==> src/rtl/core/vgq_pkg.sv <==
// Shared widths, defaults and register codes for the voxel grid quantizer.
// No dependencies; compile before every other file of the block.
package vgq_pkg;

    localparam int COORD_W       = 32;
    localparam int CELL_W        = 16;
    localparam int LEVEL_W       = 5;
    localparam int CFG_IDX_W     = 3;
    localparam int CFG_DATA_W    = 32;
    localparam int NUM_AXES      = 3;
    localparam int MAX_LEVEL_DEF = 16;

    // Configuration register indexes
    typedef enum logic [CFG_IDX_W-1:0] {
        REG_MIN_X      = 3'd0,
        REG_MIN_Y      = 3'd1,
        REG_MIN_Z      = 3'd2,
        REG_CELL_SIZE  = 3'd3,
        REG_GRID_LEVEL = 3'd4
    } cfg_reg_t;

endpackage

==> src/rtl/core/vgq_lane.sv <==
// One axis lane: origin subtract, range check and a pipelined restoring
// divider that yields one quotient bit per stage. Depends on vgq_pkg.
module vgq_lane #(
    parameter int MAX_LEVEL = vgq_pkg::MAX_LEVEL_DEF
) (
    input  logic                                clk,
    input  logic [MAX_LEVEL+1:0]                en,
    input  logic signed [vgq_pkg::COORD_W-1:0]  coord,
    input  logic signed [vgq_pkg::COORD_W-1:0]  origin,
    input  logic [vgq_pkg::COORD_W-1:0]         cs,
    output logic                                neg,
    output logic                                sat,
    output logic [MAX_LEVEL-1:0]                quo
);
    import vgq_pkg::*;

    localparam int W = COORD_W + MAX_LEVEL;

    logic signed [COORD_W:0] diff;
    logic                    neg0_reg;
    logic [COORD_W-1:0]      rem0_reg;
    logic [W-1:0]            dvs_full;
    logic                    sat_cmp;

    logic [COORD_W-1:0]      rem_reg [0:MAX_LEVEL];
    logic [MAX_LEVEL-1:0]    quo_reg [0:MAX_LEVEL];
    logic                    neg_reg [0:MAX_LEVEL];
    logic                    sat_reg [0:MAX_LEVEL];

    // Take the 33-bit difference; a non-negative one always fits 32 bits
    assign diff = {coord[COORD_W-1], coord} - {origin[COORD_W-1], origin};

    always_ff @(posedge clk)
    begin
        if (en[0])
        begin
            neg0_reg <= diff[COORD_W];
            rem0_reg <= diff[COORD_W-1:0];
        end
    end

    // Flag quotients that reach 2^MAX_LEVEL or beyond
    assign dvs_full = {cs, {MAX_LEVEL{1'b0}}};
    assign sat_cmp  = {{MAX_LEVEL{1'b0}}, rem0_reg} >= dvs_full;

    always_ff @(posedge clk)
    begin
        if (en[1])
        begin
            neg_reg[0] <= neg0_reg;
            sat_reg[0] <= sat_cmp;
            rem_reg[0] <= rem0_reg;
            quo_reg[0] <= '0;
        end
    end

    // Resolve one quotient bit per stage, most significant first
    for (genvar k = 0; k < MAX_LEVEL; k++)
    begin : g_bit
        localparam int SH = MAX_LEVEL - 1 - k;
        logic [W-1:0] dvs;
        logic         hit;

        assign dvs = W'(cs) << SH;
        assign hit = {{MAX_LEVEL{1'b0}}, rem_reg[k]} >= dvs;

        always_ff @(posedge clk)
        begin
            if (en[k+2])
            begin
                neg_reg[k+1] <= neg_reg[k];
                sat_reg[k+1] <= sat_reg[k];
                rem_reg[k+1] <= hit ? (rem_reg[k] - dvs[COORD_W-1:0]) : rem_reg[k];
                quo_reg[k+1] <= quo_reg[k] | (hit ? (MAX_LEVEL'(1) << SH) : '0);
            end
        end
    end

    assign neg = neg_reg[MAX_LEVEL];
    assign sat = sat_reg[MAX_LEVEL];
    assign quo = quo_reg[MAX_LEVEL];

endmodule

==> config.mk <==
export PLATFORM = sky130hd
export DESIGN_NAME = vgq_lane
export DESIGN_NICKNAME = d
export VERILOG_FILES = /design/src/rtl/core/vgq_pkg.sv /design/src/rtl/core/vgq_lane.sv
export SDC_FILE = /design/constraint.sdc
export NUM_CORES = 2
export LEC_CHECK = 0
export BUFFER_PORTS_ARGS = -buffer_cell sky130_fd_sc_hd__buf_2
export CELL_PAD_IN_SITES_DETAIL_PLACEMENT = 0
export CELL_PAD_IN_SITES_GLOBAL_PLACEMENT = 2
export CORE_AREA = 2 2 279 557
export DETAILED_ROUTE_END_ITERATION = 10
export DIE_AREA = 0 0 281 559
export GPL_ROUTABILITY_DRIVEN = 0
export PLACE_DENSITY = 0.62
export SYNTH_ARGS = -nofsm -noshare
export SYNTH_HDL_FRONTEND = slang
export SYNTH_SLANG_ARGS = --single-unit
==> constraint.sdc <==
create_clock -name clk -period 5.3 [get_ports clk]
set_clock_uncertainty 0.15 [all_clocks]
set_input_delay 0.53 -clock clk [delete_from_list [all_inputs] [get_ports clk]]
set_output_delay 0.53 -clock clk [all_outputs]
set_load 0.1 [all_outputs]
==> results by group <==
Outcome
  – Outcome: complete, no violations

Timing
  – RSZ-0062 raised after global routing: no
  – Period utilization: 0.804
  – Final hold viol count: 0
  – Worst-Margin Slew: 1.43 ns
  – FMAX: around 230 MHz
  – Setup violators final: 0
  – Post-route setup TNS: 0 ns
  – Crit path time final: between 4 and 5 ns
  – PnR worst setup slack: around 1.0 ns
  – Max-slew headroom: 0.0376
  – Max-slew violation count: 0

Yosys
  – Yosys warns: 0
  – Fraction of registers with async set/reset: 0
  – Synthesized instance count: around 4,100
  – Synthesized flop and latch total: 715
  – Ys flop type: edfxtp_1
  – Synth Net Count: approximately 4,600
  – Syn avg cell area: between 10 and 15 um^2
  – Distinct cells, synth: between 90 and 100
  – Mapped cell area: about 46,000 um^2
  – Register area share after synthesis: 0.471
  – Post-synth EDFFs: between 700 and 800

Detailed routing
  – Post-DRT Antenna Nets: 0
  – DRC: 0
  – Routed wire length: 157,000 um
  – DRT Pass-1 Iters: 5
  – Initial DRC count: between 1,000 and 1,500
  – Via count: 32,731
  – Vias per cell: 5.05
  – Routed WL per cell: 24.1 um

Floorplan
  – Die X: between 200 and 300 um
  – Core area: around 150,000 um^2
  – Rows: 203
  – Die ar.: 157,000 um^2
  – Io pins: around 130
  – Die Y: 559 um
  – Initial core utilization: 0.299

Critical path
  – Critical path class: input pin to register
  – CP Cell Sequence: buf_2 -> buf_4 -> ha_1 -> inv_1 -> fa_1 -> a21oi_1 -> o22ai_1 -> o21ai_0 -> o211ai_1 -> o31a_1 -> a221o_1 -> nand4_1 -> a31o_2 -> buf_12 -> mux2_2
  – Crit end category: register
  – CP top delay family: compound AO/OA/AOI/OAI gates
  – CP Launch Point: cs[0]
  – Worst-path fanout max: 36
  – CP startpoint kind: input pin
  – Critical path arrival: 4.53 ns
  – Critical-path top delay cell: buf_2
  – CP Data Required Time: between 5 and 6 ns
  – Reg-to-reg startpoint: rem_reg[0][263]
  – Crit path buffers/inverters: 4
  – CP max stage delay: about 0.44 ns

Global route
  – Number of global-route vias before repair: approximately 35,000
  – Largest net degree at the start of global routing: 50
  – Tot GR Track Use: 0.199
  – Met1 Usage GRT: 0.155
  – Met3 Resource Use GR: 0.0184
  – Total gr overflow: 0
  – Met2 Use GR: 0.438
  – Antenna violations before repair: 6
  – Global-route wire length before repair: 227,000 um
  – Most Crowded Layer GR: met2

Flow run
  – Max-cap violations: 0

Placed design
  – HPWL Detailed: 128,000 um
  – Dpl ws: between 0.3 and 0.4 ns
  – Port buffer count: between 100 and 150

Clock network
  – Longest Clk Path Bufs: 3
  – CTS resizes: 0
  – CTS root buf: clkbuf_16
  – CTS tree: done
  – TritonCTS buffer count: 75
  – Post-CTS setup repair buffer count: 0
  – # hold bufs at CTS: 0
  – Clock-pin slew on the worst setup and hold paths: roughly 0.070 ns
  – Worst-skew pair later-pin latency: ~0.67 ns
  – H-tree depth: 3
  – Clock sinks: 715

Final layout
  – Nets: about 4,900
  – Layout cells sized above 1: 0.146
  – Most frequent cells in the layout: edfxtp_1 (715), ha_1 (440), nand2_1 (307), a21oi_1 (294), o21ai_0 (292)
  – Commonest non-fill, non-tap cell in the layout: edfxtp_1
  – Largest register FFs: about 510
  – Fillers: about 15,000
  – Syn-to-layout area delta: 14.7%

Hold path
  – Hold_sp: origin[0]
  – Min-delay worst type: input pin to register

Power and ir drop
  – Max VDD drop: 0.000196 V
  – Leak Pwr: roughly 21 nW
  – Overall Power: between 15 and 20 mW
  – Pwr Density: 306 nW/um^2
path summary, 6_finish.rpt:
| kind | to | slack [ns] | cells past startpoint |
|---|---|---|---|
| worst max-delay path | rem_reg[0][298] | 1.04 | 15 |
| worst max register to register | rem_reg[0][298] | 1.10 | 14 |
| worst min register to register | quo_reg[5][14] | 0.26 | 0 |
| worst min-delay path | rem0_reg[0] | 0.1 | 3 |
area by class of cell:
type                            instances  area, um^2  share of cell area
Antenna cell                           20        50.0            0.000957
Clock buffer                           87        1920              0.0368
Clock inverter                         51         477             0.00912
Inverter                              188         706              0.0135
Multi-Input combinational cell       3092       23100               0.441
Sequential cell                       715       21500               0.411
Tap cell                             2050        2560              0.0491
Timing Repair Buffer                  282        2010              0.0385
through the flow:
step	hold slack, ns	utilization	cell area (um^2)	std cells
floorplan	0.250	-	45600	4073
global placement	0.250	0.326	49800	6327
detailed placement	0.255	0.326	49800	6327
CTS	0.0412	0.342	52200	6465
global route	0.0865	0.343	52300	6484
finish	0.0968	0.343	52300	6485
layer usage:
metal / vias up / routed length, um
met5: - / 0
met2: 506 / 97200
met3: 264 / 3120
met4: 0 / 10900
met1: 15935 / 45400
li1: 16026 / -
worst reg2reg max path, stage by stage, from the launching register on:
cell	delay [ns]
edfxtp_1	0.41
inv_1	0.09
ha_1	0.17
inv_1	0.06
fa_1	0.39
a21oi_1	0.28
o22ai_1	0.19
o21ai_0	0.42
o211ai_1	0.23
o31a_1	0.32
a221o_1	0.36
nand4_1	0.11
a31o_2	0.21
buf_12	0.19
mux2_2	0.38
Yosys cell counts (all sizes together) (8+ instances only):
cell     instances  area, um^2
a211oi          27         213
a21boi          11        86.3
a21o           178        1340
a21oi          298        1510
a221oi           9        85.1
a31o            10        87.6
a31oi           39         244
and2             9        56.3
and3            40         250
and4             9        78.8
buf             27         189
clkbuf          51         191
edfxtp         715       21500
fa              16         320
ha             440        5510
inv            188         706
mux2           191        2220
mux2i           14         140
nand2          307        1150
nand2b          59         369
nand3           74         370
nand4           56         350
nand4b          14         123
nor2           205         772
nor2b           60         375
nor3            58         307
nor4            30         188
nor4b            9        78.8
o2111ai          8        70.1
o211ai          22         165
o21a            58         435
o21ai          305        1530
o21bai          35         263
o311ai           9        78.8
o31ai           26         195
o41ai            9         101
or2             16         100
or3             17         106
or4             12        97.6
xnor2          187        1640
xor2           133        1160
power breakdown:
| group | switching [mW] | internal (mW) |
|---|---|---|
| clock network | 2.50 | 2.89 |
| registers | 0.261 | 6.72 |
| logic | 2.16 | 1.47 |
| total | 4.92 | 11.1 |
kinds of logic (layout without fill, tap and decap cells):
logic type | count (synthesis) | after routing | synth area share
AO/OA/AOI/OAI | 1121 | 1121 | 0.157
AND/OR/NAND/NOR | 990 | 990 | 0.108
flip-flops | 715 | 715 | 0.471
adder cells (fa/ha/maj) | 456 | 456 | 0.128
XOR/XNOR | 320 | 320 | 0.0615
buffers and inverters | 266 | 608 | 0.0238
multiplexers | 205 | 205 | 0.0517
other | 0 | 20 | 0
Note: power is estimated with default switching activity, not from simulation.
