[config.mk]
export PLATFORM = sky130hd
export DESIGN_NAME = vgq_merge_flat
export DESIGN_NICKNAME = d
export VERILOG_FILES = /design/src/rtl/core/vgq_pkg.sv /design/src/rtl/core/vgq_if.sv /design/src/rtl/core/vgq_merge.sv /design/src/flat_wrapper.sv
export SDC_FILE = /design/constraint.sdc
export NUM_CORES = 1
export LEC_CHECK = 0
export BUFFER_PORTS_ARGS = -buffer_cell sky130_fd_sc_hd__buf_2
export CORE_MARGIN = 8
export CORE_UTILIZATION = 30
export DETAILED_ROUTE_END_ITERATION = 8
export SETUP_SLACK_MARGIN = 0.3
export SLEW_MARGIN = 20
export SYNTH_ARGS = -nofsm -noshare
export SYNTH_HDL_FRONTEND = slang
export SYNTH_SLANG_ARGS = --single-unit
[constraint.sdc]
create_clock -name clk -period 2.1 [get_ports clk]
set_input_delay 0.21 -clock clk [delete_from_list [all_inputs] [get_ports clk]]
set_output_delay 0.21 -clock clk [all_outputs]
set_load 0.05 [all_outputs]
[src/rtl/core/vgq_pkg.sv]
// Shared widths, defaults and register codes for the voxel grid quantizer.
// No dependencies; compile before every other file of the block.
package vgq_pkg;

    localparam int COORD_W       = 32;
    localparam int CELL_W        = 16;
    localparam int LEVEL_W       = 5;
    localparam int CFG_IDX_W     = 3;
    localparam int CFG_DATA_W    = 32;
    localparam int NUM_AXES      = 3;
    localparam int MAX_LEVEL_DEF = 16;

    // Configuration register indexes
    typedef enum logic [CFG_IDX_W-1:0] {
        REG_MIN_X      = 3'd0,
        REG_MIN_Y      = 3'd1,
        REG_MIN_Z      = 3'd2,
        REG_CELL_SIZE  = 3'd3,
        REG_GRID_LEVEL = 3'd4
    } cfg_reg_t;

endpackage

[src/rtl/core/vgq_if.sv]


interface vgq_out_if;
    logic                                 valid;
    logic                                 ready;
    logic [vgq_pkg::CELL_W-1:0]           cell_x;
    logic [vgq_pkg::CELL_W-1:0]           cell_y;
    logic [vgq_pkg::CELL_W-1:0]           cell_z;
    logic [vgq_pkg::LEVEL_W-1:0]          key_level;

    modport source (output valid, cell_x, cell_y, cell_z, key_level, input ready);
    modport sink   (input valid, cell_x, cell_y, cell_z, key_level, output ready);
endinterface

[src/rtl/core/vgq_merge.sv]
// Merge stage: clamps the three lane quotients to the grid and holds the
// output item. Depends on vgq_pkg and vgq_out_if.
module vgq_merge #(
    parameter int MAX_LEVEL = vgq_pkg::MAX_LEVEL_DEF
) (
    input  logic                          clk,
    input  logic                          rst_n,
    input  logic                          v_in,
    input  logic [vgq_pkg::NUM_AXES-1:0]  neg,
    input  logic [vgq_pkg::NUM_AXES-1:0]  sat,
    input  logic [MAX_LEVEL-1:0]          quo [vgq_pkg::NUM_AXES],
    input  logic [vgq_pkg::LEVEL_W-1:0]   level,
    output logic                          load,
    vgq_out_if.source                     cells
);
    import vgq_pkg::*;

    logic [MAX_LEVEL:0]   span;
    logic [MAX_LEVEL-1:0] top_idx;
    logic [MAX_LEVEL-1:0] idx [NUM_AXES];
    logic [LEVEL_W-1:0]   key;

    logic                 valid_reg;
    logic [CELL_W-1:0]    cell_reg [NUM_AXES];
    logic [LEVEL_W-1:0]   key_reg;

    // Highest index on the grid: 2^level - 1
    assign span    = ((MAX_LEVEL+1)'(1) << level) - (MAX_LEVEL+1)'(1);
    assign top_idx = span[MAX_LEVEL-1:0];
    assign key     = (level == '0) ? LEVEL_W'(1) : level;

    // Clamp below the origin to zero and beyond the grid to the top cell
    always_comb
    begin
        for (int i = 0; i < NUM_AXES; i++)
        begin
            if (neg[i])
                idx[i] = '0;
            else if (sat[i] || (quo[i] > top_idx))
                idx[i] = top_idx;
            else
                idx[i] = quo[i];
        end
    end

    // Load a new item when the output is empty or being taken
    assign load = !valid_reg || cells.ready;

    always_ff @(posedge clk or negedge rst_n)
    begin
        if (!rst_n)
            valid_reg <= 1'b0;
        else if (load)
            valid_reg <= v_in;
    end

    always_ff @(posedge clk)
    begin
        if (load && v_in)
        begin
            for (int i = 0; i < NUM_AXES; i++)
                cell_reg[i] <= CELL_W'(idx[i]);
            key_reg <= key;
        end
    end

    assign cells.valid     = valid_reg;
    assign cells.cell_x    = cell_reg[0];
    assign cells.cell_y    = cell_reg[1];
    assign cells.cell_z    = cell_reg[2];
    assign cells.key_level = key_reg;

endmodule

[src/flat_wrapper.sv]
// flat-port wrapper written by rule: the top's interface ports become plain ports
module vgq_merge_flat import vgq_pkg::*;
#(
    parameter int MAX_LEVEL = vgq_pkg::MAX_LEVEL_DEF
)
  (clk, rst_n, v_in, neg, sat, quo, level, load, cells_valid, cells_cell_x, cells_cell_y, cells_cell_z, cells_key_level, cells_ready);
  vgq_out_if cells_i ();
  input  logic clk;
  input  logic rst_n;
  input  logic v_in;
  input  logic [vgq_pkg::NUM_AXES-1:0] neg;
  input  logic [vgq_pkg::NUM_AXES-1:0] sat;
  input  logic [MAX_LEVEL-1:0] quo[vgq_pkg::NUM_AXES];
  input  logic [vgq_pkg::LEVEL_W-1:0] level;
  output logic load;
  output wire logic [$bits(cells_i.valid)-1:0] cells_valid;
  output wire logic [$bits(cells_i.cell_x)-1:0] cells_cell_x;
  output wire logic [$bits(cells_i.cell_y)-1:0] cells_cell_y;
  output wire logic [$bits(cells_i.cell_z)-1:0] cells_cell_z;
  output wire logic [$bits(cells_i.key_level)-1:0] cells_key_level;
  input wire logic [$bits(cells_i.ready)-1:0] cells_ready;
  assign cells_valid = cells_i.valid;
  assign cells_cell_x = cells_i.cell_x;
  assign cells_cell_y = cells_i.cell_y;
  assign cells_cell_z = cells_i.cell_z;
  assign cells_key_level = cells_i.key_level;
  assign cells_i.ready = cells_ready;
  vgq_merge #(.MAX_LEVEL(MAX_LEVEL)) u_core (.clk(clk), .rst_n(rst_n), .v_in(v_in), .neg(neg), .sat(sat), .quo(quo), .level(level), .load(load), .cells(cells_i));
endmodule
==> summary.md <==
VDD sags by at most 290 uV. Biggest area consumer among synthesized cells: edfxtp_1. The worst hold path was traced through 2 stages. Before antenna repair, the detailed router went through 5 iterations.

The first routing iteration left 340 violations. The slew at the pin with the worst max-slew slack is 0.590 ns. The final hold slack is 0.108 ns.

The highest-delay cell along the critical path was or3_4. Wires add up to 18700 um. Core outline area: 15100 um^2. The critical setup path kind was in -> reg.

Setup repair after global routing could not meet its margin everywhere. The routed wirelength normalized by instance count is 20.7 um. In this run the critical register-to-register path is launched from u_core.cells.valid. Synthesis produced 473 cells.

At the end of routability-driven placement, the weighted congestion stood at 0.900. Using the TritonRoute via totals, the vias-per-cell ratio works out to 5.59. For the post-placement worst setup slack, the log shows -1.88 ns. Most common cell after layout, fill and taps aside: buf_4. Yosys printed 0 warnings.

The area growth from synthesis to layout is 60.3%. The clock net in this run drives a total of 54 sinks. The share of flip-flops with an asynchronous set or reset after synthesis works out to 1.85%.

The signal on the critical path passes through buf_6 > or3_4 > nor3_4 > inv_2 > ha_4 > buf_6 > buf_12 > buf_8 > a32oi_4 > ha_4 > nand4_1 > a21oi_2 > a211o_1 > a221o_1 > buf_4 > buf_8 > o311a_1. Global routing used 17.9% of the available tracks. The flow ran to the end, but the final reports show violations. The number of max-slew violations in the final report is 0, and the required time at the worst-slack endpoint is 2.15 ns. The number of antenna diodes in the final layout is 0.

The effective utilization at floorplan is 30.5%, and the number of global-route vias before repair is 5124. In the layout the commonest cells are buf_4 (125), buf_2 (115), edfxtp_1 (53). The post-layout instance area is 7410 um^2, and the remaining design rule violation count is 0.

The number of primary I/O pins came out at 118. Nature of the critical path startpoint: a primary input. Of the cells placed in the final design, the portion with a size suffix greater than 1 is 55.9%. In this run the mean area of a mapped cell was 9.77 um^2.

The signal arrival time at the worst endpoint is 3.55 ns. Counting along the longest clock path gives a buffer depth of 2. The count of nets left with antenna violations once routing finished came out at 0. The tools report the critical register-to-register path endpoint as u_core.cell_reg[0][33]. The portion of the post-synthesis area used by sequential elements is 35.0%, and the maximum clock skew at final layout is 0.00962 ns. The tree is rooted in a clkbuf_16. The critical path endpoint category was a register. The core utilization of the finished layout is 48.9%. Counting flops with a built-in enable in the synthesized netlist gives 53. The power per standard cell area is 519 nW/um^2.

The time the final worst path needs with I/O delays and setup is 3.50 ns. From left edge to right edge, the die measures 140 um. The tightest min-delay check is of the in -> reg type. The flip-flop count of the largest register after layout came out at 48. The worst hold path begins at v_in. For this design the static power due to leakage is 3.10 nW. Among all flip-flop cells after synthesis, the most frequent one is edfxtp_1.

The number of nets in the synthesized netlist is 579. Buffers inserted during clock tree synthesis total 5. The chip height came out at 140 um. Number of library cell types mapped by synthesis: 68.

The clock tree synthesis step divided the H-tree into 2 levels. The delay of the slowest cell on the worst path was 0.41 ns. The count of final hold-check violations came out at 0. The placed cell area is 6180 um^2, and the total global routing overflow is 0. The internal reg-to-reg setup slack came out at 0.67 ns.

The count of standard-cell rows was 45. The post-synthesis sequential element count was 54; the share of the synthesized area in the top cell type was 34.4%. Area enclosed by the die boundary: 19600 um^2. Static timing analysis puts the maximum clock frequency at 0.285 GHz.

The worst hold path terminates at u_core.cells.valid. The initial antenna violation count is 1. The tools report the via count as 5052.

TritonCTS built the clock tree. The logs give 27600 um for the wire length of the first global-routing pass and 13300 um for the half-perimeter wire length of the detailed placement result. The mapped netlist covers 4620 um^2. The tool flagged a number of max-cap violations equal to 0. For the final number of setup-violating endpoints, the log shows 49. The worst pin sits at a relative slew slack of 60.7%. Clock latency on the worst-skew pair, taken at its later pin, is 0.31 ns.

In this run the worst path has a maximum fanout of 6. By area the synthesized netlist is led by edfxtp_1 (34%), ha_1 (12%), a211oi_2 (4.9%). At the end of the flow, the number of nets in the layout was 820. Buffers placed on the I/O ports in this run total 117.

Final worst-path setup slack: -1.40 ns. For the worst flop-to-flop path, the logic depth is 3. The ratio of final minimum period to clock period was 167%.

After filler insertion, the fill cell instance count of the layout stands at 1353. The checks that failed: negative setup slack. Entering global routing, the biggest net connects 33 pins.

The clock slew at the register clock pins of the worst setup and hold paths was 0.07 ns.
==> worst max-delay path by stage <==
stage	from	endpoint	slack, ns
2_1_floorplan	level[4]	u_core.cell_reg[0][22]	-1.96
3_3_place_gp	level[2]	u_core.cell_reg[0][8]	-1.77
3_5_place_dp	level[2]	u_core.cell_reg[0][2]	-1.88
4_1_cts	level[4]	u_core.cell_reg[0][27]	-1.33
5_1_grt	level[4]	u_core.cell_reg[0][47]	-1.54
6_report	level[4]	u_core.cell_reg[0][10]	-1.40
==> metal layers <==
metal  wire length (um)  vias up  global-route usage, %
li1                   -     2347                      -
met1               7610     2439                   21.2
met5                 10        -                      0
met4                588        2                   7.66
met2               9100      219                   30.0
met3               1380       45                   4.96
==> synthesized netlist by cell type, drive strengths merged, types with 5 or more instances <==
cell type and n:
a22oi 7, nor3b 27, nor3 21, ha 43, and3 5, clkbuf 25
a21o 5, nand3 40, nand2 24, o211ai 8, a21oi 21, a211oi 40
o21ai 26, inv 14, a2bb2oi 8, edfxtp 53, buf 16, o21a 6
nor2 14, nand4 7
==> report_power, final <==
group          internal, W  total [W]  switching [W]
clock network     0.000439   0.000857       0.000418
logic             0.000680    0.00168       0.000998
registers          0.00129    0.00131      0.0000204
==> stage by stage <==
stage	setup TNS (ns)	power [W]	cells
floorplan	-88.85	0.00220	473
finish	-64.17	0.00384	903
CTS	-59.74	0.00374	886
global route	-71.48	0.00400	903
global placement	-81.28	0.00266	847
detailed placement	-84.63	0.00269	847
==> what timing repair did <==
action                                  in CTS  in global routing
pin swaps                                   53                 34
buffers inserted                            27                 15
gates resized for setup                     98                 40
hold buffers                                 1                  0
hold endpoints to repair                     1                  0
endpoints found under the setup margin      48                 49
gates cloned                                 3                  2
==> worst max-delay path, delay by kind of cell <==
family / cells / cell delay (ns)
AO/OA/AOI/OAI: 5 / 1.33
adder cells (fa/ha/maj): 2 / 0.45
buffers and inverters: 7 / 0.86
AND/OR/NAND/NOR: 3 / 0.71
==> kinds of logic (layout without fill, tap and decap cells) <==
family          after synthesis  count (layout)  share of synthesized area (%)
fa+ha+maj                    44              44                           11.9
buf+inv                      55             296                           5.60
simple gates                165             166                           20.4
flops                        54              54                           35.0
xor+xnor                      4               4                          0.758
mux                           1               1                          0.244
compound gates              150             150                           26.2
==> final cells by class <==
cell class | instances | area (um^2) | share of cell area, %
multi-input cells | 365 | 3400 | 45.9
clock inverters | 2 | 8.76 | 0.118
flip-flops and latches | 54 | 1620 | 21.8
repair buffers | 274 | 1970 | 26.6
clock buffers | 6 | 129 | 1.74
inverters | 14 | 52.6 | 0.709
well taps | 188 | 235 | 3.17
Note: power is estimated with default switching activity, not from simulation.
